===== src/assert_macros.svh =====
// ----------------------------------------------------------------------------
// assert_macros.svh
// Concurrent assertion shorthands shared by the spectrum meter RTL.
// ----------------------------------------------------------------------------
`ifndef ASSERT_MACROS_SVH
`define ASSERT_MACROS_SVH

// Same-cycle implication, disabled during reset.
`define SPBM_ASSERT(LABEL, CLK, RSTN, ANTE, CONS) \
    LABEL: assert property (@(posedge CLK) disable iff (!RSTN) (ANTE) |-> (CONS)) \
        else $error("spbm assertion failed");

// Next-cycle implication, disabled during reset.
`define SPBM_ASSERT_NEXT(LABEL, CLK, RSTN, ANTE, CONS) \
    LABEL: assert property (@(posedge CLK) disable iff (!RSTN) (ANTE) |=> (CONS)) \
        else $error("spbm assertion failed");

`endif


===== src/spbm_pkg.sv =====
// ----------------------------------------------------------------------------
// spbm_pkg
// Shared types and constants of the spectrum bar meter.
// ----------------------------------------------------------------------------
package spbm_pkg;

    localparam int MAX_BANDS   = 256;
    localparam int BAND_W      = $clog2(MAX_BANDS);
    localparam int IDX_OUT_W   = 8;

    localparam int AMP_W       = 32;
    localparam int ACC_W       = 40;
    localparam int HEIGHT_W    = 10;
    localparam int GAIN_W      = 8;
    localparam int PROD_W      = 45;

    localparam int FRAC_W      = 16;
    localparam int QUOT_W      = 24;
    localparam int LOW_W       = QUOT_W - FRAC_W;
    localparam int HI_W        = PROD_W - LOW_W;
    localparam int X_W         = QUOT_W + 1;
    localparam int MANT_W      = 31;
    localparam int INT_W       = 4;
    localparam int L2_W        = INT_W + FRAC_W;
    localparam int K_W         = 32;
    localparam int LG_W        = L2_W;
    localparam int ZL_W        = HEIGHT_W + LG_W - FRAC_W;
    localparam int STEP_W      = $clog2(QUOT_W + 1);

    localparam logic [GAIN_W-1:0] GAIN_LN = 8'd30;
    localparam logic [GAIN_W-1:0] GAIN_LG = 8'd150;
    localparam logic [K_W-1:0]    LN2_Q32 = 32'd2977044472;
    localparam logic [K_W-1:0]    LG2_Q32 = 32'd1292913986;

    localparam logic [HEIGHT_W-1:0] HEIGHT_ALL_ONES = '1;

    localparam int QUEUE_DEPTH = 4;
    localparam int QPTR_W      = $clog2(QUEUE_DEPTH);

    localparam int CFG_IDX_W   = 8;
    localparam int CFG_DATA_W  = 10;

    localparam logic [CFG_IDX_W-1:0] REG_BAND_MODE      = 8'd0;
    localparam logic [CFG_IDX_W-1:0] REG_FALLOFF_ENABLE = 8'd1;
    localparam logic [CFG_IDX_W-1:0] REG_FALL_STEP      = 8'd2;
    localparam logic [CFG_IDX_W-1:0] REG_DISPLAY_HEIGHT = 8'd3;

    typedef struct packed {
        logic                band_mode;
        logic                falloff_enable;
        logic [HEIGHT_W-1:0] fall_step;
        logic [HEIGHT_W-1:0] display_height;
    } cfg_t;

    typedef enum logic {
        JOB_BAND,
        JOB_CLEAR
    } job_kind_t;

    typedef struct packed {
        job_kind_t          kind;
        logic               ln_mode;
        logic [ACC_W-1:0]   value;
        logic [AMP_W-1:0]   norm;
        logic [BAND_W-1:0]  idx;
        logic               last_frame;
    } job_t;

    typedef struct packed {
        logic full;
        logic empty;
    } queue_status_t;

    typedef enum logic [3:0] {
        ST_IDLE,
        ST_MUL,
        ST_DIVINIT,
        ST_DIV,
        ST_LOG,
        ST_SQR,
        ST_SCL1,
        ST_SCL2,
        ST_CLAMP,
        ST_FALL
    } back_state_t;

endpackage


===== src/spbm_queue.sv =====
// ----------------------------------------------------------------------------
// spbm_queue
// Short job queue between the front and the back.
// ----------------------------------------------------------------------------
`include "assert_macros.svh"

module spbm_queue (
    input  logic                    clk,
    input  logic                    rst_n,
    input  logic                    push,
    input  spbm_pkg::job_t          push_job,
    input  logic                    pop,
    output spbm_pkg::job_t          head,
    output spbm_pkg::queue_status_t status
);
    import spbm_pkg::*;

    job_t              slot_reg [QUEUE_DEPTH];
    logic [QPTR_W-1:0] wr_ptr_reg, wr_ptr_next;
    logic [QPTR_W-1:0] rd_ptr_reg, rd_ptr_next;
    logic [QPTR_W:0]   count_reg, count_next;

    assign status.full  = (count_reg == (QPTR_W+1)'(QUEUE_DEPTH));
    assign status.empty = (count_reg == '0);
    assign head         = slot_reg[rd_ptr_reg];

    always_comb
    begin
        wr_ptr_next = wr_ptr_reg;
        rd_ptr_next = rd_ptr_reg;
        count_next  = count_reg;
        if (push)
            wr_ptr_next = (wr_ptr_reg == QPTR_W'(QUEUE_DEPTH - 1)) ? '0 : wr_ptr_reg + 1'b1;
        if (pop)
            rd_ptr_next = (rd_ptr_reg == QPTR_W'(QUEUE_DEPTH - 1)) ? '0 : rd_ptr_reg + 1'b1;
        if (push && !pop)
            count_next = count_reg + 1'b1;
        else if (pop && !push)
            count_next = count_reg - 1'b1;
    end

    always_ff @(posedge clk or negedge rst_n)
    begin
        if (!rst_n)
        begin
            wr_ptr_reg <= '0;
            rd_ptr_reg <= '0;
            count_reg  <= '0;
        end
        else
        begin
            wr_ptr_reg <= wr_ptr_next;
            rd_ptr_reg <= rd_ptr_next;
            count_reg  <= count_next;
        end
    end

    always_ff @(posedge clk)
    begin
        if (push)
            slot_reg[wr_ptr_reg] <= push_job;
    end

    `SPBM_ASSERT(a_no_overflow, clk, rst_n, push, !status.full)
    `SPBM_ASSERT(a_no_underflow, clk, rst_n, pop, !status.empty)
    `SPBM_ASSERT(a_count_range, clk, rst_n, 1'b1, count_reg <= (QPTR_W+1)'(QUEUE_DEPTH))

endmodule


===== config.mk =====
export PLATFORM = sky130hd
export DESIGN_NAME = spbm_queue
export DESIGN_NICKNAME = d
export VERILOG_FILES = /design/src/spbm_pkg.sv /design/src/spbm_queue.sv
export VERILOG_INCLUDE_DIRS = /design/src /design/src/src
export SDC_FILE = /design/constraint.sdc
export NUM_CORES = 1
export LEC_CHECK = 0
export BUFFER_PORTS_ARGS = -buffer_cell sky130_fd_sc_hd__buf_2
export CORE_MARGIN = 2
export CORE_UTILIZATION = 47
export CTS_CLUSTER_SIZE = 16
export DETAILED_ROUTE_END_ITERATION = 16
export PLACE_DENSITY_LB_ADDON = 0.2
export SETUP_SLACK_MARGIN = 0.1
export SLEW_MARGIN = 20
export SYNTH_ARGS = -nofsm -noshare
export SYNTH_HDL_FRONTEND = slang
export SYNTH_SLANG_ARGS = --single-unit

===== constraint.sdc =====
create_clock -name clk -period 3.3 [get_ports clk]
set_input_delay 0.33 -clock clk [delete_from_list [all_inputs] [get_ports clk]]
set_output_delay 0.33 -clock clk [all_outputs]
set_load 0.05 [all_outputs]

==> results by group, run 1 <==
Floorplan
  • Initial core utilization: 47.75%
  • I/O pin cnt: 172
  • CORE AREA: 26060 um^2
  • Die area: 27790 um^2
  • Die height: 166.7 um
  • DIE WIDTH: 166.7 um
  • Row count: 59

CTS
  • Clk Latency, worst-skew pair: 0.50 ns
  • Cts bufs inserted: 36
  • CTS H-tree depth: 2
  • Max clock buf depth: 3
  • Clock root cell: clkbuf_16
  • Clk slew on worst S/H paths: 0.06 ns
  • CTS Sinks: 339
  • TritonCTS clock tree: built

Timing
  • Fmax: 373.5 MHz
  • Final setup vio count: 0
  • Unrepaired setup endpoints after global routing: false
  • Final Hold Fails: 0
  • Final TNS setup: 0 ns
  • Worst-Margin Slew: 0.7264 ns
  • Final worst clock skew: 0.006063 ns
  • Period Utilization, post-route: 81.13%
  • Setup WS post-layout: 0.6226 ns
  • Final hold slack: 0.03988 ns
  • Pins Over Slew Limit: 0
  • Crit path time final: 2.677 ns
  • Slew headroom: 51.58%

Flow run
  • Max_cap viols: 0

Synth
  • Syn Inst Count: 471
  • Post-synth cell types: 21
  • Synth Register Bits: 339
  • Synth warnings: 0
  • Avg Cell Area, Syn: 26.42 um^2
  • Synthesized cell area: 12440 um^2
  • Post-synthesis sequential area ratio: 81.54%
  • Syn nets: 565

Setup path
  • CP Cell Sequence: buf_12 > mux4_2 > buf_2
  • Slowest stage cell, crit path: mux4_2
  • Crit path kind: flip-flop to primary output
  • Crit. End Element: primary output
  • Worst Path Max Fanout: 86
  • Crit path DAT: 2.35 ns
  • CP peak stage delay: 0.61 ns
  • Startpoint Class: flip-flop
  • Crit path required time: 2.97 ns

Global routing
  • Initial antenna violation count: 3
  • First-pass GRT wire length: 34560 um
  • Most Crowded Layer GR: met2
  • Total track usage: 16.49%
  • Largest net degree at the start of global routing: 87
  • Vias in the first global route: 5965
  • Met1 usage: 22.35%
  • Remaining Overflow, GRT: 0
  • Met3 usage: 5.038%
  • Met2 Track Usage GR: 26.19%

Cells and area
  • Footprint of the multi-input gates: 2101 um^2
  • Antenna Cells: 0
  • Commonest cells after routing, fill and taps aside: 332 x edfxtp_1, 171 x buf_2, 83 x mux4_2, 37 x clkbuf_16, 12 x clkbuf_1
  • Layout Nets: 767
  • Layout cell share with drive strength beyond 1: 46.20%
  • Max reg flops: 332
  • Filler Cell Count: 1952
  • Layout Utilization: 56.56%
  • Area delta synth->final: 18.45%
  • Seq. cell area: 10150 um^2
  • Commonest non-fill, non-tap cell in the layout: edfxtp_1

Placement
  • I/O Buffers: 171
  • Worst slack at placement: 1.078 ns
  • GP Congestion: 0.7007
  • HPWL after DPL: 13090 um

Routing
  • DR vias: 5498
  • First drt pass iteration count: 6
  • Post-route ant nets: 0
  • Iteration-0 DRC Markers: 418
  • Wirelength, routed: 22530 um
  • Vias per std cell: 5.328
  • Residual DRC count: 0
  • DR WL/cell: 21.83 um

Run status
  • Status: finished, final reports clean

Power and ir drop
  • Final Power: 14.84 mW
  • P_leak: 5.045 nW
  • VDD IR max: 0.0006168 V
  • Power density over the cells: 1007 nW/um^2

Hold path
  • Min-Delay Path Class: input port to flip-flop
## cell families after synthesis
logic type                 after synthesis  synth area share, %
buffers and inverters                   23                1.659
adders and majority gates                7               0.7643
DFF                                    339                81.54
muxes                                   86                15.30
and+or+nand+nor                         11               0.4525
xor gates and xnor gates                 3               0.2112
AOI/OAI and AO/OA                        2              0.08045
## final timing paths
| check | start | depth (start not counted) | end | slack, ns |
|---|---|---|---|---|
| max in group asynchronous | rst_n | 2 | rd_ptr_reg[0] | 2.87 |
| min in group asynchronous | rst_n | 2 | count_reg[0] | 0.24 |
| min | push_job[54] | 1 | slot_reg[2][54] | 0.04 |
| max reg2reg | wr_ptr_reg[0] | 4 | slot_reg[2][24] | 1.30 |
| min reg2reg | count_reg[2] | 1 | count_reg[2] | 0.50 |
| max | rd_ptr_reg[0] | 3 | head[48] | 0.62 |
## timing repair
item	in CTS	in global routing
setup endpoints to repair	0	0
endpoints found under the hold margin	7	0
hold buffers	1	0
buffers inserted	0	0
gates resized for setup	0	0
## stage by stage
stage	cell area [um^2]	instances
final	14740	1032
after global routing	14740	1032
after CTS	14740	1032
after detailed placement	13690	969
after global placement	13690	969
after floorplan	12440	471
## power breakdown
part	internal [mW]	switching (mW)	leakage, nW
logic	1.66	3.89	1.40
registers	5.53	0.194	3.13
clock network	2.06	1.50	0.513
## layout make-up
class / count / share of cell area, %
clock buffers: 49 / 6.588
clock inverters: 13 / 0.4669
inverters: 4 / 0.1019
multi-input cells: 109 / 14.25
flip-flops and latches: 339 / 68.88
well taps: 335 / 2.844
repair buffers: 183 / 6.860
## synth_stat cells
master | n | area (um^2)
fa_1 | 1 | 20.02
buf_8 | 1 | 15.01
o21ai_0 | 2 | 10.01
ha_1 | 6 | 75.07
dfrtp_1 | 7 | 175.2
clkbuf_1 | 2 | 7.510
mux2_2 | 3 | 33.78
mux4_2 | 83 | 1869
xor2_1 | 2 | 17.52
buf_12 | 5 | 100.1
nor2_1 | 3 | 11.26
inv_1 | 4 | 15.01
buf_4 | 3 | 22.52
nor3b_1 | 1 | 7.510
nor3_1 | 1 | 5.000
buf_2 | 7 | 35.03
xnor2_1 | 1 | 8.760
edfxtp_1 | 332 | 9970
buf_6 | 1 | 11.26
nand2_1 | 2 | 7.510
and2_1 | 4 | 25.02
## worst max-delay path, delay by kind of cell, from the launching register on
kind | cells | cell delay [ns]
buf+inv | 2 | 0.79
flops | 1 | 0.41
mux | 1 | 0.61
## layer usage
| layer | vias up | share of wire (%) |
|---|---|---|
| met5 | - | 0.15 |
| met1 | 2850 | 43 |
| li1 | 2431 | - |
| met4 | 6 | 2.0 |
| met2 | 171 | 48 |
| met3 | 40 | 7.3 |
Note: power is estimated with default switching activity, not from simulation.
==> run 2: changes to the inputs <==
- clock period: 3.3 -> 2.15 ns (I/O delays scaled with it)
==> run 2 against run 1 <==
The run now ends with negative setup slack left. Combinational power is 80% higher. Final cell count rose by 8.9%. Total power up 64%. Critical endpoint is now head[39]. Largest cell class unchanged. Highest routed layer is now met4.
==> results by group, run 2 (synthesized netlist as in run 1, its figures left out) <==
Placement
  • Dpl cells: 977
  • GP Congestion: 0.7249
  • Area after DPL: 13820 um^2
  • HPWL after DPL: 13730 um
  • I/O Buffers: 171

Timing
  • Final TNS setup: -4.364 ns
  • Final Hold Fails: 0
  • Setup WS post-layout: -0.09348 ns
  • Period Utilization, post-route: 104.3%
  • Final worst clock skew: 0.01272 ns
  • Pins Over Slew Limit: 0
  • Fmax: 445.7 MHz
  • Worst-Margin Slew: 0.3943 ns
  • Unrepaired setup endpoints after global routing: true
  • Final setup vio count: 83
  • Crit path time final: 2.243 ns
  • Slew headroom: 73.71%

Run status
  • Status: finished with violations
  • Failing checks: negative setup slack

Power and ir drop
  • NetSw: 8.860 mW
  • Power density over the cells: 1509 nW/um^2
  • Clock Power Share: 22.7%
  • Final Power: 24.34 mW
  • Reg power frac: 36.3%
  • P_leak: 5.604 nW
  • Part of the power in combinational logic: 41.1%
  • VDD IR max: 0.001015 V
  • Internal power: 15.48 mW
  • Net Sw Frac: 36.40%

Global routing
  • Vias in the first global route: 6526
  • Initial antenna violation count: 0
  • Most Crowded Layer GR: met2
  • Remaining Overflow, GRT: 0
  • First-pass GRT wire length: 36710 um
  • Met1 usage: 22.03%
  • Met3 usage: 4.230%
  • Largest net degree at the start of global routing: 40
  • Met2 Track Usage GR: 29.70%
  • Total track usage: 17.19%

Setup path
  • Crit path kind: flip-flop to primary output
  • Worst Path Max Fanout: 29
  • CP Cell Sequence: buf_12 > mux4_2 > buf_2
  • Startpoint Class: flip-flop
  • Crit path required time: 1.93 ns
  • Crit path max-delay family: multiplexers
  • Reg2Reg Setup Slack: 0.46 ns
  • Crit. End Element: primary output
  • CP peak stage delay: 0.57 ns
  • Crit path DAT: 2.03 ns
  • Slowest stage cell, crit path: mux4_2
  • Buf/Inv on CP: 2

Routing
  • First drt pass iteration count: 4
  • Post-route ant nets: 0
  • Iteration-0 DRC Markers: 427
  • DR WL/cell: 21.02 um
  • DR vias: 5916
  • Residual DRC count: 0
  • Wirelength, routed: 23630 um
  • Vias per std cell: 5.263

Cells and area
  • Layout cell share with drive strength beyond 1: 41.88%
  • Footprint of the multi-input gates: 2101 um^2
  • Seq. cell area: 10150 um^2
  • Area delta synth->final: 29.63%
  • Non-Filler Instances: 1124
  • Commonest cells after routing, fill and taps aside: 332 x edfxtp_1, 114 x buf_2, 84 x dlygate4sd3_1, 83 x mux4_2, 54 x buf_6
  • Commonest non-fill, non-tap cell in the layout: edfxtp_1
  • Fin area: 16130 um^2
  • Filler Cell Count: 1788
  • Max reg flops: 332
  • Layout Nets: 861

CTS
  • Max clock buf depth: 3
  • Cts bufs inserted: 35
  • CTS Sinks: 339
  • Clk slew on worst S/H paths: 0.06 ns
  • Clk Latency, worst-skew pair: 0.50 ns
  • CTS H-tree depth: 2
  • Clock root cell: clkbuf_16
  • TritonCTS clock tree: built

Flow run
  • Max_cap viols: 0

Floorplan
  • DIE WIDTH: 166.7 um
  • Die height: 166.7 um
  • Initial core utilization: 47.75%
  • Row count: 59
  • CORE AREA: 26060 um^2
  • I/O pin cnt: 172
  • Die area: 27790 um^2

Hold path
  • Min-Delay Path Class: input port to flip-flop
==> run 2: cell count changes in the layout (fill, tap and decap cells not counted), moves of 4 or more <==
cell,before,now
buf_12,5,10
buf_2,171,114
dlygate4sd3_1,1,84
buf_6,0,54
clkinv_2,9,5
buf_4,6,13
==> run 2: power by group through the flow <==
stage	combinational (mW)	clock, mW	sequential, mW
CTS	10.0	5.63	8.85
global route	10.5	5.92	8.92
global placement	8.78	0	8.90
finish	9.99	5.51	8.83
detailed placement	8.84	0	8.98
floorplan	7.06	0	8.78
==> run 2: final cells by class <==
type                       count  share of cell area, %
clock buffer                  46                  5.950
sequential                   339                  62.95
clock inverter                12                 0.5043
timing repair buffer         278                  14.86
antenna                        1                0.01552
tap                          335                  2.599
multi-input combinational    109                  13.03
inverter                       4                0.09310
==> run 2: layer usage <==
metal	wire length (um)	part of all wire [%]
met3	1649	7.0
met5	0	0
met4	416	1.8
met2	11870	50
met1	9695	41
==> run 2: final timing paths <==
kind	end	from	depth (start not counted)
max in group asynchronous	rd_ptr_reg[1]	rst_n	2
worst min-delay path	rd_ptr_reg[1]	pop	2
min in group asynchronous	wr_ptr_reg[1]	rst_n	2
worst max register to register	slot_reg[2][45]	wr_ptr_reg[0]	4
worst max-delay path	head[39]	rd_ptr_reg[0]	3
worst min register to register	count_reg[2]	count_reg[2]	1
==> run 2: what timing repair did <==
| action | CTS | global route |
|---|---|---|
| endpoints found under the hold margin | 339 | 0 |
| setup buffers | 2 | 0 |
| gates resized for setup | 108 | 5 |
| endpoints found under the setup margin | 83 | 83 |
| hold buffers | 84 | 0 |
| cloned | 1 | 1 |
==> run 2: worst register-to-register path, cell delays in order (launching register included) <==
cell and delay (ns):
dfrtp_1 0.42, inv_1 0.12, ha_1 0.17, and2_4 0.39, buf_12 0.26
==> run 2: through the flow <==
step	hold slack [ns]	util [%]	worst slack, ns
after floorplan	-0.08059	-	0.1376
after global placement	0.06469	53.05	0.3610
after detailed placement	0.07412	53.05	0.3547
after CTS	0.01727	61.71	-0.1490
after global routing	0.02720	61.88	-0.1884
final	0.03268	61.89	-0.09348
