File: config.mk
export PLATFORM = sky130hd
export DESIGN_NAME = spbm_front
export DESIGN_NICKNAME = d
export VERILOG_FILES = /design/src/assert_macros.svh /design/src/spbm_pkg.sv /design/src/spbm_front.sv
export SDC_FILE = /design/constraint.sdc
export NUM_CORES = 1
export LEC_CHECK = 0
export BUFFER_PORTS_ARGS = -buffer_cell sky130_fd_sc_hd__buf_2
export CAP_MARGIN = 25
export CORE_ASPECT_RATIO = 0.75
export CORE_MARGIN = 2
export CORE_UTILIZATION = 56
export CTS_CLUSTER_DIAMETER = 100
export DETAILED_ROUTE_END_ITERATION = 7
export PLACE_DENSITY = 0.83
export SYNTH_ARGS = -nofsm -noshare
export SYNTH_HDL_FRONTEND = slang
export SYNTH_SLANG_ARGS = --single-unit
export TNS_END_PERCENT = 100
File: constraint.sdc
create_clock -name clk -period 10.2 [get_ports clk]
set_input_delay 2.04 -clock clk [delete_from_list [all_inputs] [get_ports clk]]
set_output_delay 2.04 -clock clk [all_outputs]
set_load 0.03 [all_outputs]
File: src/assert_macros.svh
// ----------------------------------------------------------------------------
// assert_macros.svh
// Concurrent assertion shorthands shared by the spectrum meter RTL.
// ----------------------------------------------------------------------------
`ifndef ASSERT_MACROS_SVH
`define ASSERT_MACROS_SVH

// Same-cycle implication, disabled during reset.
`define SPBM_ASSERT(LABEL, CLK, RSTN, ANTE, CONS) \
    LABEL: assert property (@(posedge CLK) disable iff (!RSTN) (ANTE) |-> (CONS)) \
        else $error("spbm assertion failed");

// Next-cycle implication, disabled during reset.
`define SPBM_ASSERT_NEXT(LABEL, CLK, RSTN, ANTE, CONS) \
    LABEL: assert property (@(posedge CLK) disable iff (!RSTN) (ANTE) |=> (CONS)) \
        else $error("spbm assertion failed");

`endif

File: src/spbm_pkg.sv
// ----------------------------------------------------------------------------
// spbm_pkg
// Shared types and constants of the spectrum bar meter.
// ----------------------------------------------------------------------------
package spbm_pkg;

    localparam int MAX_BANDS   = 256;
    localparam int BAND_W      = $clog2(MAX_BANDS);
    localparam int IDX_OUT_W   = 8;

    localparam int AMP_W       = 32;
    localparam int ACC_W       = 40;
    localparam int HEIGHT_W    = 10;
    localparam int GAIN_W      = 8;
    localparam int PROD_W      = 45;

    localparam int FRAC_W      = 16;
    localparam int QUOT_W      = 24;
    localparam int LOW_W       = QUOT_W - FRAC_W;
    localparam int HI_W        = PROD_W - LOW_W;
    localparam int X_W         = QUOT_W + 1;
    localparam int MANT_W      = 31;
    localparam int INT_W       = 4;
    localparam int L2_W        = INT_W + FRAC_W;
    localparam int K_W         = 32;
    localparam int LG_W        = L2_W;
    localparam int ZL_W        = HEIGHT_W + LG_W - FRAC_W;
    localparam int STEP_W      = $clog2(QUOT_W + 1);

    localparam logic [GAIN_W-1:0] GAIN_LN = 8'd30;
    localparam logic [GAIN_W-1:0] GAIN_LG = 8'd150;
    localparam logic [K_W-1:0]    LN2_Q32 = 32'd2977044472;
    localparam logic [K_W-1:0]    LG2_Q32 = 32'd1292913986;

    localparam logic [HEIGHT_W-1:0] HEIGHT_ALL_ONES = '1;

    localparam int QUEUE_DEPTH = 4;
    localparam int QPTR_W      = $clog2(QUEUE_DEPTH);

    localparam int CFG_IDX_W   = 8;
    localparam int CFG_DATA_W  = 10;

    localparam logic [CFG_IDX_W-1:0] REG_BAND_MODE      = 8'd0;
    localparam logic [CFG_IDX_W-1:0] REG_FALLOFF_ENABLE = 8'd1;
    localparam logic [CFG_IDX_W-1:0] REG_FALL_STEP      = 8'd2;
    localparam logic [CFG_IDX_W-1:0] REG_DISPLAY_HEIGHT = 8'd3;

    typedef struct packed {
        logic                band_mode;
        logic                falloff_enable;
        logic [HEIGHT_W-1:0] fall_step;
        logic [HEIGHT_W-1:0] display_height;
    } cfg_t;

    typedef enum logic {
        JOB_BAND,
        JOB_CLEAR
    } job_kind_t;

    typedef struct packed {
        job_kind_t          kind;
        logic               ln_mode;
        logic [ACC_W-1:0]   value;
        logic [AMP_W-1:0]   norm;
        logic [BAND_W-1:0]  idx;
        logic               last_frame;
    } job_t;

    typedef struct packed {
        logic full;
        logic empty;
    } queue_status_t;

    typedef enum logic [3:0] {
        ST_IDLE,
        ST_MUL,
        ST_DIVINIT,
        ST_DIV,
        ST_LOG,
        ST_SQR,
        ST_SCL1,
        ST_SCL2,
        ST_CLAMP,
        ST_FALL
    } back_state_t;

endpackage

File: src/spbm_front.sv
// ----------------------------------------------------------------------------
// spbm_front
// Input side: accepts bin words, sums bands, numbers bands, queues jobs.
// ----------------------------------------------------------------------------
module spbm_front (
    input  logic                          clk,
    input  logic                          rst_n,
    input  logic                          in_valid,
    output logic                          in_stall,
    input  logic                          command,
    input  logic [spbm_pkg::AMP_W-1:0]    amplitude,
    input  logic [spbm_pkg::AMP_W-1:0]    frame_max,
    input  logic                          last_in_band,
    input  logic                          last_in_frame,
    input  logic                          band_mode,
    input  spbm_pkg::queue_status_t       q_status,
    output logic                          push,
    output spbm_pkg::job_t                push_job
);
    import spbm_pkg::*;

    logic [ACC_W-1:0]  acc_reg, acc_next;
    logic [BAND_W-1:0] cnt_reg, cnt_next;
    logic [ACC_W:0]    sum_full;
    logic [ACC_W-1:0]  sum_sat;
    logic              accept;

    assign in_stall = q_status.full;
    assign accept   = in_valid && !in_stall;
    assign sum_full = {1'b0, acc_reg} + (ACC_W+1)'(amplitude);
    assign sum_sat  = sum_full[ACC_W] ? {ACC_W{1'b1}} : sum_full[ACC_W-1:0];

    always_comb
    begin
        acc_next            = acc_reg;
        cnt_next            = cnt_reg;
        push                = 1'b0;
        push_job.kind       = JOB_BAND;
        push_job.ln_mode    = band_mode;
        push_job.value      = band_mode ? sum_sat : ACC_W'(amplitude);
        push_job.norm       = frame_max;
        push_job.idx        = cnt_reg;
        push_job.last_frame = last_in_frame;
        if (accept)
        begin
            if (command)
            begin
                acc_next      = '0;
                cnt_next      = '0;
                push          = 1'b1;
                push_job.kind = JOB_CLEAR;
            end
            else if (frame_max != '0)
            begin
                if (band_mode && !last_in_band && !last_in_frame)
                begin
                    acc_next = sum_sat;
                end
                else
                begin
                    acc_next = '0;
                    push     = 1'b1;
                    if (last_in_frame)
                        cnt_next = '0;
                    else if (cnt_reg != BAND_W'(MAX_BANDS - 1))
                        cnt_next = cnt_reg + 1'b1;
                end
            end
        end
    end

    always_ff @(posedge clk or negedge rst_n)
    begin
        if (!rst_n)
        begin
            acc_reg <= '0;
            cnt_reg <= '0;
        end
        else
        begin
            acc_reg <= acc_next;
            cnt_reg <= cnt_next;
        end
    end

endmodule

==> qor.log, run 1 <==
INFO  yosys          synth-edff-count=0
INFO  yosys          synth.ff_latch_count=48
INFO  critical_path  worstPathMaxFanout=18
INFO  yosys          yosys.cell_types.count=66
INFO  clock_network  clock_sink_count=48
INFO  critical_path  critPathMostFrequentCell=sky130_fd_sc_hd__buf_2
INFO  critical_path  max_stage_delay=440ps
INFO  final_layout   layout-drive-gt1-share=25.4%
INFO  grt            grt_overflow_total=0
INFO  critical_path  worst_r2r_path_depth=11
INFO  critical_path  cp-end-kind=output port
INFO  final_layout   layout_area_growth_over_synthesis=15.3%
INFO  pwr            worst_ir_drop_vdd=0.0916mV
INFO  yosys          asyncSetResetFlopFracSynth=100%
INFO  clock_network  clockRootBuffer=sky130_fd_sc_hd__clkbuf_16
INFO  grt            grt_max_degree=70
INFO  grt            grt_first_pass_wirelength=21900um
INFO  yosys          yosys-top-cells-count=sky130_fd_sc_hd__nor2_1, sky130_fd_sc_hd__a21oi_1, sky130_fd_sc_hd__nand2_1, sky130_fd_sc_hd__o21ai_0, sky130_fd_sc_hd__dfrtp_1
INFO  yosys          synth.yosys.seq_area_share=25.1%
INFO  final_layout   finish.net_count=838
INFO  clock_network  clk_path_buf_depth=2
INFO  yosys          synth.largest_area_cell=sky130_fd_sc_hd__dfrtp_1
INFO  status         status=completed
INFO  clock_network  clk-insertion-delay-late=290ps
INFO  final_layout   antenna_cells_inserted=0
INFO  critical_path  crit_slowest_cell=sky130_fd_sc_hd__fa_1
INFO  routing        detail_route.iter0.violations=380
INFO  yosys          synth_area_leaders=sky130_fd_sc_hd__dfrtp_1, sky130_fd_sc_hd__ha_1, sky130_fd_sc_hd__a21oi_1, sky130_fd_sc_hd__o21ai_0, sky130_fd_sc_hd__buf_4
INFO  critical_path  crit-reg2reg-launch=acc_reg[0]
INFO  timing         final_worst_path_cycle_share=72.2%
INFO  placement      dp_hpwl=9910um
INFO  final_layout   largest_register_ffs=40
INFO  timing         worstMarginPinSlew=951ps
INFO  floorplanning  placeableCoreArea=8380um2
INFO  yosys          yosysWarningCount=0
INFO  clock_network  tritoncts=yes
INFO  yosys          most_frequently_used_flop_master_after_synthesis=sky130_fd_sc_hd__dfrtp_1
INFO  floorplanning  initial_utilization=57.2%
INFO  yosys          fraction_of_synthesized_cell_area_taken_by_the_top_area_cell_type=25.1%
INFO  timing         total_of_endpoints_with_negative_setup_slack_in_the_final_report=0
INFO  timing         setup_tns=0ps
INFO  timing         shortest_period_the_worst_path_allows=7360ps
INFO  critical_path  critical_path.cell_chain=buf_2, ha_1, fa_1, a211oi_1, o211ai_1, and3_1, o2111ai_1, a211o_2, nand2_1, buf_8, nor4_1, nor3_1, buf_2
INFO  routing        vias_per_cell=6.09
INFO  floorplanning  floorplan.io_pins=158
INFO  yosys          mappedNetlistNets=734
INFO  pwr            powerDensity=123nW/um2
INFO  grt            overall_routing_resource_usage=28.0%
INFO  floorplanning  fp-row-count=29
INFO  placement      gp_congestion=0.914
INFO  routing        final_antenna_net_count=0
INFO  routing        drt-total-wl=13600um
INFO  yosys          synth_area=4790um2
INFO  routing        drc=0
INFO  timing         final_max_slew_viol_count=0
INFO  critical_path  top_cell_family_by_delay_on_the_critical_path=compound AO/OA/AOI/OAI gates
INFO  job            max_cap_viol_count=0
INFO  routing        detailroute.via_count=5112
INFO  clock_network  postCtsSetupBuffers=0
INFO  critical_path  crit_path_start=amplitude[0]
INFO  critical_path  path_depth=13
INFO  critical_path  rrSetupSlack=6750ps
INFO  timing         timing.final.hold_violations=0
INFO  timing         max-slew-margin-rel=36.5%
INFO  critical_path  required=8160ps
INFO  critical_path  crit_path_start_kind=primary input
INFO  clock_network  clock_tree.htree_level_count=2
INFO  min_path       hold_path_origin=acc_reg[21]
INFO  timing         grt_setup_unrepaired=no
INFO  critical_path  setup.worst_path.class=primary input to output port
INFO  min_path       holdCritPathClass=register to register
INFO  final_layout   core_util_final=66.0%
INFO  pwr            p_leak=2.73nW
INFO  timing         max_freq=136MHz
INFO  placement      buffer_ports.inserted=156
INFO  critical_path  critPathBufInv=3
INFO  clock_network  postCtsResizedCells=0
INFO  floorplanning  chipWidth=111um
INFO  final_layout   n_fill_cell=732
INFO  timing         fin_skew=6.15ps
INFO  routing        avgRoutedWirePerCell=16.2um
INFO  clock_network  holdBufCountCts=0
INFO  floorplanning  dieArea=9330um2
INFO  critical_path  destination_of_the_critical_timing_path=push_job[68]
INFO  floorplanning  die_height=84.1um
INFO  yosys          count_of_mapped_cells_out_of_synthesis=627
INFO  critical_path  worstPathArrival=5320ps
INFO  yosys          most_numerous_cell_in_the_yosys_netlist=sky130_fd_sc_hd__nor2_1
INFO  clock_network  cts_made_buffers=5
INFO  min_path       timing.hold.worst_path_depth=2
INFO  routing        drt_first_pass_iters=5
INFO  clock_network  cts.reportedPaths.clkPinSlew=60ps
INFO  grt            grt_antenna_before_repair=0
INFO  grt            grt_pass1_vias=4609
INFO  critical_path  reg2reg_to=acc_reg[27]
INFO  yosys          syn_area_per_cell=7.65um2
==> stage by stage <==
step | hold slack (ps) | cells | cell area, um2 | setup slack [ps] | total power [mW]
2_1_floorplan | 453 | 627 | 4790 | 3450 | 0.397
3_5_place_dp | 476 | 830 | 5310 | 2550 | 0.460
4_1_cts | 491 | 837 | 5490 | 2550 | 0.679
6_report | 489 | 839 | 5530 | 2840 | 0.679
3_3_place_gp | 468 | 830 | 5310 | 2680 | 0.454
5_1_grt | 507 | 839 | 5530 | 2600 | 0.712
==> worst min-delay path by stage <==
stage                       end
floorplan           acc_reg[15]
detailed placement   acc_reg[8]
global route         acc_reg[9]
finish              acc_reg[21]
global placement    acc_reg[12]
CTS                  acc_reg[8]
==> cells by family after synthesis <==
group | Yosys count | synth area share (%)
adder cells (fa/ha/maj) | 34 | 9.03
XOR/XNOR | 27 | 4.93
multiplexers | 1 | 0.209
AO/OA/AOI/OAI | 215 | 27.7
buffers and inverters | 78 | 10.2
flip-flops | 48 | 25.1
AND/OR/NAND/NOR | 224 | 22.8
==> report_power, final <==
part,switching (mW),internal (mW),total (mW)
sequential,0.00798,0.199,0.207
combinational,0.170,0.0865,0.257
clock,0.0753,0.139,0.215
==> metal layers <==
layer  wire, um  track usage [%]  part of all wire (%)
met1       6460             41.0                    48
met2       6020             43.9                    44
met3        946             3.97                   7.0
met4        141             7.27                   1.0
met5          0                0                     0
==> worst register-to-register path, delay by kind of cell (launching register included) <==
family | cells | cell delay (ps)
buffers and inverters | 1 | 280
AND/OR/NAND/NOR | 4 | 910
flip-flops | 1 | 390
adder cells (fa/ha/maj) | 2 | 660
AO/OA/AOI/OAI | 4 | 1110
==> cell type report <==
type / instances / area, um2 / area share [%]
Multi-Input combinational cell: 501 / 3120 / 56.4
Sequential cell: 48 / 1200 / 21.7
Timing Repair Buffer: 161 / 838 / 15.2
Tap cell: 108 / 135 / 2.44
Clock buffer: 5 / 125 / 2.26
Clock inverter: 2 / 60.1 / 1.09
Inverter: 14 / 52.6 / 0.950
==> cell usage in the layout (no fill, tap or decap), drive strengths merged, types with 3 or more instances in the layout <==
master and n:
nand4 7, xor2 11, a21oi 70, nor3 14, buf 161, ha 33, and4 6, nand2 60
nor4 14, o21bai 4, o21a 6, and3 9, a21o 11, a31o 3, nor3b 4, o211ai 4
o211a 3, nor2b 5, xnor2 16, a31oi 17, o31ai 3, nand3 10, clkbuf 5, and2 6
o21ai 58, or3 10, inv 14, nor2 72, dfrtp 48, a211oi 11
Power figures use the tool's default switching activity.
==> run 2, diff against run 1 <==
--- a/config.mk
+++ b/config.mk
@@ -9,10 +9,10 @@
 export CAP_MARGIN = 25
 export CORE_ASPECT_RATIO = 0.75
 export CORE_MARGIN = 2
-export CORE_UTILIZATION = 56
+export CORE_UTILIZATION = 47
 export CTS_CLUSTER_DIAMETER = 100
 export DETAILED_ROUTE_END_ITERATION = 7
-export PLACE_DENSITY = 0.83
+export PLACE_DENSITY = 0.74
 export SYNTH_ARGS = -nofsm -noshare
 export SYNTH_HDL_FRONTEND = slang
 export SYNTH_SLANG_ARGS = --single-unit
==> constraint.sdc (replaced) <==
create_clock -name clk -period 6 [get_ports clk]
set_input_delay 1.2 -clock clk [delete_from_list [all_inputs] [get_ports clk]]
set_output_delay 1.2 -clock clk [all_outputs]
set_load 0.03 [all_outputs]
==> qor.log, run 2 (same netlist as run 1, synthesis figures left out) <==
INFO  status         status=completed
INFO  routing        drc=0 [unchanged]
INFO  clock_network  postCtsSetupBuffers=0 [unchanged]
INFO  timing         worstMarginPinSlew=950ps [-0.924 ps]
INFO  timing         grt_setup_unrepaired=no
INFO  clock_network  holdBufCountCts=0 [unchanged]
INFO  pwr            worst_ir_drop_vdd=0.161mV [+76%]
INFO  final_layout   finish.net_count=840 [+0.24%]
INFO  critical_path  worst_r2r_path_depth=10 [-1]
INFO  clock_network  postCtsResizedCells=0 [unchanged]
INFO  grt            grt_max_degree=49 [-30%]
INFO  final_layout   commonest_non_fill_non_tap_cells_in_the_layout=sky130_fd_sc_hd__buf_2, sky130_fd_sc_hd__nor2_1, sky130_fd_sc_hd__a21oi_1
INFO  final_layout   largest_register_ffs=40 [unchanged]
INFO  final_layout   layout_area_growth_over_synthesis=15.8%
INFO  routing        drt_first_pass_iters=5 [unchanged]
INFO  timing         fin_hold_ws=488ps [-1.73 ps]
INFO  timing         max-slew-margin-rel=36.5% [+0.062 points]
INFO  clock_network  clock_tree.htree_level_count=2 [unchanged]
INFO  final_layout   final_common_cell=sky130_fd_sc_hd__buf_2
INFO  pwr            powerDensity=208nW/um2 [+70%]
INFO  placement      gp_congestion=0.904 [-1.2%]
INFO  floorplanning  fp-row-count=31 [+6.9%]
INFO  critical_path  reg2reg_to=acc_reg[39]
INFO  min_path       holdCritPathClass=register to register
INFO  critical_path  crit-reg2reg-launch=acc_reg[0]
INFO  routing        avgRoutedWirePerCell=16.6um [+2.6%]
INFO  final_layout   layout.cells.non_filler=865 [+3.1%]
INFO  grt            grt_pass1_vias=4737 [+2.8%]
INFO  clock_network  clockRootBuffer=sky130_fd_sc_hd__clkbuf_16
INFO  critical_path  crit_path_start=amplitude[0]
INFO  critical_path  worstPathArrival=4210ps [-1110 ps]
INFO  routing        detailroute.via_count=5105 [-0.14%]
INFO  grt            grt_overflow_total=0 [unchanged]
INFO  floorplanning  floorplan.io_pins=158 [unchanged]
INFO  timing         final_max_slew_viol_count=0 [unchanged]
INFO  floorplanning  die_height=91.5um [+8.7%]
INFO  routing        detail_route.iter0.violations=403 [+6.1%]
INFO  grt            grt_first_pass_wirelength=23400um [+7.1%]
INFO  critical_path  critical_path.cell_chain=buf_2, ha_1, fa_1, a211oi_1, o211ai_1, a31oi_1, nor3_1, o22ai_1, o311ai_0, xnor2_1, a31oi_1, buf_2
INFO  placement      dp_hpwl=10700um [+8.3%]
INFO  grt            overall_routing_resource_usage=25.8% [-2.2 points]
INFO  clock_network  clk-insertion-delay-late=300ps [about the same]
INFO  floorplanning  chipWidth=121um [+8.8%]
INFO  final_layout   layout-drive-gt1-share=25.6% [+0.20 points]
INFO  placement      placement.setup.worst_slack=715ps [-1840 ps]
INFO  final_layout   final_cell_area=5550um2 [+0.45%]
INFO  clock_network  clock_sink_count=48 [unchanged]
INFO  floorplanning  initial_utilization=49.1% [-8.1 points]
INFO  timing         timing.final.hold_violations=0 [unchanged]
INFO  critical_path  setup.worst_path.class=primary input to output port
INFO  placement      dpl-instance-area=5370um2 [+1.1%]
INFO  clock_network  tritoncts=yes
INFO  timing         final_worst_path_cycle_share=90.2%
INFO  timing         fin_skew=6.07ps [-0.0829 ps]
INFO  floorplanning  placeableCoreArea=9770um2 [+17%]
INFO  pwr            p_leak=2.74nW [+0.16%]
INFO  final_layout   antenna_cells_inserted=0 [unchanged]
INFO  critical_path  cp-end-kind=output port
INFO  placement      buffer_ports.inserted=156 [unchanged]
INFO  critical_path  max_stage_delay=440ps [about the same]
INFO  clock_network  cts_made_buffers=5 [unchanged]
INFO  timing         finalWorstSetupSlack=588ps [-2250 ps]
INFO  floorplanning  dieArea=11000um2 [+18%]
INFO  critical_path  worstPathMaxFanout=3 [-15]
INFO  routing        vias_per_cell=5.90 [-3.1%]
INFO  clock_network  clk_path_buf_depth=2 [unchanged]
INFO  timing         total_of_endpoints_with_negative_setup_slack_in_the_final_report=0 [unchanged]
INFO  critical_path  crit_path_start_kind=primary input
INFO  routing        final_antenna_net_count=0 [unchanged]
INFO  timing         setup_tns=0ps [unchanged]
INFO  critical_path  destination_of_the_critical_timing_path=push_job[69]
INFO  routing        drt-total-wl=14400um [+5.8%]
INFO  placement      placed_cells_incl_taps=858 [+3.4%]
INFO  grt            grt_antenna_before_repair=0 [unchanged]
INFO  job            max_cap_viol_count=0 [unchanged]
INFO  timing         max_freq=185MHz
INFO  critical_path  required=4800ps [-3360 ps]
INFO  critical_path  crit_slowest_cell=sky130_fd_sc_hd__fa_1
INFO  clock_network  cts.reportedPaths.clkPinSlew=70ps [about the same]
INFO  critical_path  rrSetupSlack=2790ps [-3960 ps]
INFO  timing         shortest_period_the_worst_path_allows=5410ps
run 2: cell count changes in the layout (fill, tap and decap cells not counted):
cell	before	now
sky130_fd_sc_hd__buf_12	1	0
sky130_fd_sc_hd__buf_8	1	0
sky130_fd_sc_hd__buf_4	3	7
run 2: stage by stage:
step / util [%] / total power [mW]
4_1_cts: 56.8 / 1.16
2_1_floorplan: - / 0.674
3_5_place_dp: 54.9 / 0.785
5_1_grt: 56.8 / 1.22
6_report: 56.8 / 1.16
3_3_place_gp: 54.9 / 0.775
run 2: cell type report:
class                   instances  area (um2)
flip-flops and latches         48        1200
inverters                      14        52.6
repair buffers                163         833
well taps                     132         165
clock inverters                 2        60.1
multi-input cells             501        3120
clock buffers                   5         125
fillers                       968        4220
run 2: power breakdown:
| part | leakage, nW | switching (mW) | internal, mW | total (mW) |
|---|---|---|---|---|
| combinational | 1.99 | 0.290 | 0.147 | 0.437 |
| sequential | 0.657 | 0.0129 | 0.339 | 0.352 |
| clock | 0.0899 | 0.132 | 0.237 | 0.369 |
| total | 2.74 | 0.435 | 0.722 | 1.16 |
run 2: worst min path at each step:
stage | from | to | slack [ps] | cells past startpoint
after floorplan | acc_reg[15] | acc_reg[15] | 450 | 2
after global placement | acc_reg[21] | acc_reg[21] | 470 | 2
after detailed placement | acc_reg[22] | acc_reg[22] | 480 | 2
after CTS | acc_reg[22] | acc_reg[22] | 490 | 2
after global routing | acc_reg[23] | acc_reg[23] | 510 | 2
final | acc_reg[23] | acc_reg[23] | 490 | 2
run 2: routing by layer:
metal	wire, um	track usage, %	part of all wire [%]
met1	6630	37.8	46
met2	6600	40.7	46
met3	980	3.27	6.8
met4	146	5.14	1.0
met5	0	0	0
run 2: worst max-delay path: cells and delay by family:
kind / cells / cell delay [ps]
AOI/OAI and AO/OA: 6 / 1660
buffers and inverters: 2 / 350
xor gates and xnor gates: 1 / 200
adders and majority gates: 2 / 660
and+or+nand+nor: 1 / 140
